File: src/sv/icfe_pkg.sv
// Shared types, constants and helper functions for the Ising cluster flip engine.
// Used by icfe_ctrl, icfe_dp and ising_cluster_flip_engine_core.
package icfe_pkg;

  localparam int SIDE        = 32;
  localparam int SIDE_W      = $clog2(SIDE);
  localparam int CELLS       = SIDE * SIDE;
  localparam int ADDR_W      = $clog2(CELLS);
  localparam int STACK_DEPTH = 4 * CELLS;
  localparam int STACK_W     = $clog2(STACK_DEPTH);
  localparam int SP_W        = STACK_W + 1;
  localparam int TRIED_W     = 13;
  localparam int ENERGY_W    = 13;
  localparam int MAG_W       = 11;
  localparam int THR_W       = 16;
  localparam int PRNG_W      = 32;
  localparam int CFG_IDX_W   = 2;
  localparam int DIS_W       = $clog2(2 * CELLS + 1);
  localparam int ONES_W      = $clog2(CELLS + 1);
  localparam int IN_DATA_W   = 16;
  localparam int OUT_DATA_W  = 40;

  typedef logic [ADDR_W-1:0] site_t;

  typedef enum logic [CFG_IDX_W-1:0] {
    REG_THRESHOLD = 2'd0,
    REG_SEED      = 2'd1
  } reg_idx_t;

  typedef enum logic [1:0] {
    DIR_UP    = 2'd0,
    DIR_DOWN  = 2'd1,
    DIR_LEFT  = 2'd2,
    DIR_RIGHT = 2'd3
  } dir_t;

  typedef enum logic [3:0] {
    ST_INIT,
    ST_IDLE,
    ST_SEED_RD,
    ST_SEED_FLIP,
    ST_NB_RD,
    ST_NB_CHK,
    ST_POP,
    ST_POP_WAIT,
    ST_CUR_CHK,
    ST_SCAN,
    ST_SCAN_END,
    ST_DONE
  } state_t;

  typedef struct packed {
    logic init_step;
    logic accept;
    logic seed_rd;
    logic seed_flip;
    logic nb_rd;
    logic nb_chk;
    logic pop;
    logic pop_wait;
    logic cur_chk;
    logic scan_step;
    logic load_out;
  } cmd_t;

  typedef struct packed {
    logic cnt_last;
    logic k_last;
    logic sp_zero;
    logic cur_join;
    logic out_free;
  } status_t;

  function automatic logic [PRNG_W-1:0] xorshift(input logic [PRNG_W-1:0] x);
    logic [PRNG_W-1:0] y;
    y = x ^ (x << 13);
    y = y ^ (y >> 17);
    y = y ^ (y << 5);
    return y;
  endfunction

  function automatic site_t neighbor(input site_t s, input dir_t dir);
    logic [SIDE_W-1:0] r;
    logic [SIDE_W-1:0] c;
    r = SIDE_W'(s / SIDE);
    c = SIDE_W'(s % SIDE);
    unique case (dir)
      DIR_UP:    r = (r == '0) ? SIDE_W'(SIDE - 1) : r - 1'b1;
      DIR_DOWN:  r = (r == SIDE_W'(SIDE - 1)) ? '0 : r + 1'b1;
      DIR_LEFT:  c = (c == '0) ? SIDE_W'(SIDE - 1) : c - 1'b1;
      DIR_RIGHT: c = (c == SIDE_W'(SIDE - 1)) ? '0 : c + 1'b1;
      default:   r = r;
    endcase
    return ADDR_W'(r * SIDE + c);
  endfunction

endpackage

File: src/sv/icfe_ctrl.sv
// Sequencing state machine of the cluster flip engine.
// Depends on icfe_pkg; drives icfe_dp through cmd_t and reads status_t.
module icfe_ctrl (
  input  logic              clk,
  input  logic              rst,
  input  logic              in_tvalid,
  output logic              in_tready,
  input  icfe_pkg::status_t sts,
  output icfe_pkg::cmd_t    cmd
);

  icfe_pkg::state_t state;
  icfe_pkg::state_t state_next;

  always_ff @(posedge clk) begin
    if (rst) begin
      state <= icfe_pkg::ST_INIT;
    end else begin
      state <= state_next;
    end
  end

  always_comb begin
    state_next = state;
    unique case (state)
      icfe_pkg::ST_INIT:      if (sts.cnt_last) state_next = icfe_pkg::ST_IDLE;
      icfe_pkg::ST_IDLE:      if (in_tvalid) state_next = icfe_pkg::ST_SEED_RD;
      icfe_pkg::ST_SEED_RD:   state_next = icfe_pkg::ST_SEED_FLIP;
      icfe_pkg::ST_SEED_FLIP: state_next = icfe_pkg::ST_NB_RD;
      icfe_pkg::ST_NB_RD:     state_next = icfe_pkg::ST_NB_CHK;
      icfe_pkg::ST_NB_CHK: begin
        state_next = sts.k_last ? icfe_pkg::ST_POP : icfe_pkg::ST_NB_RD;
      end
      icfe_pkg::ST_POP: begin
        state_next = sts.sp_zero ? icfe_pkg::ST_SCAN : icfe_pkg::ST_POP_WAIT;
      end
      icfe_pkg::ST_POP_WAIT:  state_next = icfe_pkg::ST_CUR_CHK;
      icfe_pkg::ST_CUR_CHK: begin
        state_next = sts.cur_join ? icfe_pkg::ST_NB_RD : icfe_pkg::ST_POP;
      end
      icfe_pkg::ST_SCAN:      if (sts.cnt_last) state_next = icfe_pkg::ST_SCAN_END;
      icfe_pkg::ST_SCAN_END:  state_next = icfe_pkg::ST_DONE;
      icfe_pkg::ST_DONE:      if (sts.out_free) state_next = icfe_pkg::ST_IDLE;
      default:                state_next = icfe_pkg::ST_INIT;
    endcase
  end

  always_comb begin
    cmd       = '0;
    in_tready = 1'b0;
    unique case (state)
      icfe_pkg::ST_INIT:      cmd.init_step = 1'b1;
      icfe_pkg::ST_IDLE: begin
        in_tready  = 1'b1;
        cmd.accept = in_tvalid;
      end
      icfe_pkg::ST_SEED_RD:   cmd.seed_rd   = 1'b1;
      icfe_pkg::ST_SEED_FLIP: cmd.seed_flip = 1'b1;
      icfe_pkg::ST_NB_RD:     cmd.nb_rd     = 1'b1;
      icfe_pkg::ST_NB_CHK:    cmd.nb_chk    = 1'b1;
      icfe_pkg::ST_POP:       cmd.pop       = !sts.sp_zero;
      icfe_pkg::ST_POP_WAIT:  cmd.pop_wait  = 1'b1;
      icfe_pkg::ST_CUR_CHK:   cmd.cur_chk   = 1'b1;
      icfe_pkg::ST_SCAN:      cmd.scan_step = 1'b1;
      icfe_pkg::ST_SCAN_END:  cmd           = '0;
      icfe_pkg::ST_DONE:      cmd.load_out  = sts.out_free;
      default:                cmd           = '0;
    endcase
  end

endmodule

File: config.mk
export PLATFORM = sky130hd
export DESIGN_NAME = icfe_ctrl
export DESIGN_NICKNAME = d
export VERILOG_FILES = /design/src/sv/icfe_pkg.sv /design/src/sv/icfe_ctrl.sv
export SDC_FILE = /design/constraint.sdc
export NUM_CORES = 1
export LEC_CHECK = 0
export ABC_CLOCK_PERIOD_IN_PS = 2100
export BUFFER_PORTS_ARGS = -buffer_cell sky130_fd_sc_hd__buf_2
export CAP_MARGIN = 20
export CORE_UTILIZATION = 30
export CTS_CLUSTER_DIAMETER = 30
export DETAILED_ROUTE_END_ITERATION = 16
export SYNTH_ARGS = -nofsm -noshare
export SYNTH_HDL_FRONTEND = slang
export SYNTH_SLANG_ARGS = --single-unit
File: constraint.sdc
create_clock -name clk -period 2.1 [get_ports clk]
set_clock_uncertainty 0.1 [all_clocks]
set_input_delay 0.315 -clock clk [delete_from_list [all_inputs] [get_ports clk]]
set_output_delay 0.315 -clock clk [all_outputs]
set_load 0.02 [all_outputs]
==> out/results.txt <==
Die X = 39.49 um
Max reg flops = 4
DP HPWL = 800.3 um
Avg Cell Area, Syn = 6.912 um^2
Diodes inserted = 0
All-Layer GR Usage = 15.41%
Fin Setup TNS = 0 ns
First-pass GRT wire length = 1.607 mm
Total gr overflow = 0
Met2 Usage GRT = 24.18%
Max-Cap Viols = 0
Effective utilization at floorplan = 32.40%
Data arrival, critical path = 1.42 ns
Max_slew headroom = 74.77%
Initial DRC count = 14
Final Hold Vio Count = 0
Crit path max fanout = 13
Inst Count DP = 90
R2R Path Start = state[3]$_SDFFE_PP0P_
Worst reg2reg setup slack = 0.42 ns
Fin crit share = 87.51%
Synth Net Count = 69
CTS Buffer Depth = 2
RSZ-0062 raised after global routing = false
Placer congestion estimate = 0.8234
Worst skew pair latency = 0.24 ns
Top achievable clock speed = 0.5442 GHz
Initial antenna violation count = 0
I/O pin count = 20
Multi-input logic area = 304.0 um^2
Endpoints failing setup = 0
Crit path capture = cmd[9]
Cells taking the most area after synthesis = dfxtp_1 19%, nor2_1 9.8%, nand2b_1 7.4%
Leading area contributor after synthesis = dfxtp_1
Tmin final = 1.838 ns
# clock sinks = 4
DRC errors left = 0
Total routed wirelength = 1.055 mm
Vias per std cell = 5.333
Global routing met1 resource utilization = 17.69%
Inserted Clock Buffers = 3
Vias in the first global route = 405
TritonRoute pass-1 iters = 4
Worst r2r dst = state[1]$_SDFFE_PP0P_
Flops & latches, synth = 4
Worst-path clk slew = 0.04 ns
Worst Tran Pin Value = 0.3780 ns
Hold_ws = 0.2036 ns
TritonCTS clock tree = done
Max Slew Vio Count = 0
R2r worst-path depth = 4
Largest net degree at the start of global routing = 15
Required time of the critical path = 1.68 ns
Site Rows = 13
CP startpoint = state[1]$_SDFFE_PP0P_
Die Span Y = 39.49 um
Core box area = 0.001301 mm^2
Post-synthesis cell type count = 32
Post-CTS Hold Fix Bufs = 0
CP endpoint kind = output pin
GR Layer Usage met3 = 6.818%
Critical setup path kind = reg -> out
Commonest cells after routing, fill and taps aside = 19 x buf_2, 11 x nor2_1, 5 x nand2b_1
Routed Antenna Nets = 0
Most common cell after layout, fill and taps aside = buf_2
# Post-CTS Setup Buffers = 0
DR WL/cell = 11.34 um
Via count = 496
Die Footprint = 0.001559 mm^2
Post-CTS Resized = 0
Synthesized instance count = 61
Area Overhead vs Synth = 25.22%
Run status = complete, no violations
Mapped Area = 421.7 um^2
Root Buffer = clkbuf_4
Register area share after synthesis = 18.99%
Top Registers = state x4
Worst Hold Class = in -> reg
Synth top area share = 18.99%
YS warnings = 0
Leak = 0.2504 nW
Layout filler cell count = 143
Share of cells above drive strength 1 = 30.77%
Worst hold start = rst
H-tree depth = 1
# port buffers = 19
Peak supply drop = 0.4025 mV
Nets = 88
CP startpoint kind = flip-flop
Final cell count without fillers = 93
Sequential Area = 80.08 um^2
Gr busiest metal = met2
Biggest register = state
PD cells = 592.7 mW/mm^2
==> cells in the mapped netlist <==
cell type  instances
buf_2              3
a22oi_1            1
a31oi_1            1
or2_1              2
o21a_1             1
or2b_1             1
a211o_1            3
nor2b_1            1
nand2b_1           5
nor4_1             1
a311oi_1           1
a31o_1             1
nor2_1            11
a31o_2             1
nor3b_1            1
dfxtp_1            4
nand2_1            2
nand3b_1           1
nor3_1             3
and3_1             1
inv_1              2
or3_1              1
buf_6              1
o21ai_0            1
and4b_1            1
o221ai_1           1
o22a_1             1
and2_0             1
clkbuf_1           1
and2_1             1
a21oi_1            4
o22a_2             1
==> power by group <==
group	switching (W)	leakage [nW]	total (W)	internal [W]
combinational	0.0000711	0.204	0.000119	0.0000475
sequential	0.0000139	0.0327	0.0000971	0.0000832
clock	0.0000333	0.0138	0.0000973	0.0000640
==> critical path: stages (launching register included) <==
cell and delay [ns]:
dfxtp_1 0.53, or2_1 0.27, nor2_1 0.08, and2_1 0.15, buf_2 0.15
==> area by class of cell <==
class,instances,area share (%)
Timing Repair Buffer,19,18.01
Clock buffer,3,4.265
Inverter,2,1.422
Tap cell,15,3.555
Multi-Input combinational cell,50,57.58
Sequential cell,4,15.17
==> cell families after synthesis <==
kind of cell           share of synthesized area, %
flip-flops                                    18.99
buffers and inverters                         8.901
AO/OA/AOI/OAI                                 29.97
AND/OR/NAND/NOR                               42.14
==> routing by layer <==
metal,routed length (um),up-vias
met3,100,0
li1,-,255
met1,465,216
met5,0,-
met4,0,0
met2,490,25
==> worst min path at each step <==
stage                                        to  slack (ns)  cells past startpoint
after global routing      state[0]$_SDFFE_PP0P_        0.21                      2
after detailed placement  state[2]$_SDFFE_PP0P_        0.45                      2
after global placement    state[2]$_SDFFE_PP0P_        0.46                      2
after CTS                 state[0]$_SDFFE_PP0P_        0.20                      2
after floorplan           state[2]$_SDFFE_PP0P_        0.29                      1
final                     state[0]$_SDFFE_PP0P_        0.20                      2
==> metrics by stage <==
step	setup WS (ns)	total power, W	utilization [%]	cell area, um^2
finish	0.2623	0.0003130	40.58	528.0
floorplan	0.4084	0.0001902	-	421.7
detailed placement	0.4094	0.0002167	38.85	505.5
CTS	0.2624	0.0003158	40.58	528.0
global placement	0.4295	0.0002154	38.85	505.5
global route	0.1643	0.0003349	40.58	528.0
Note: power is estimated with default switching activity, not from simulation.
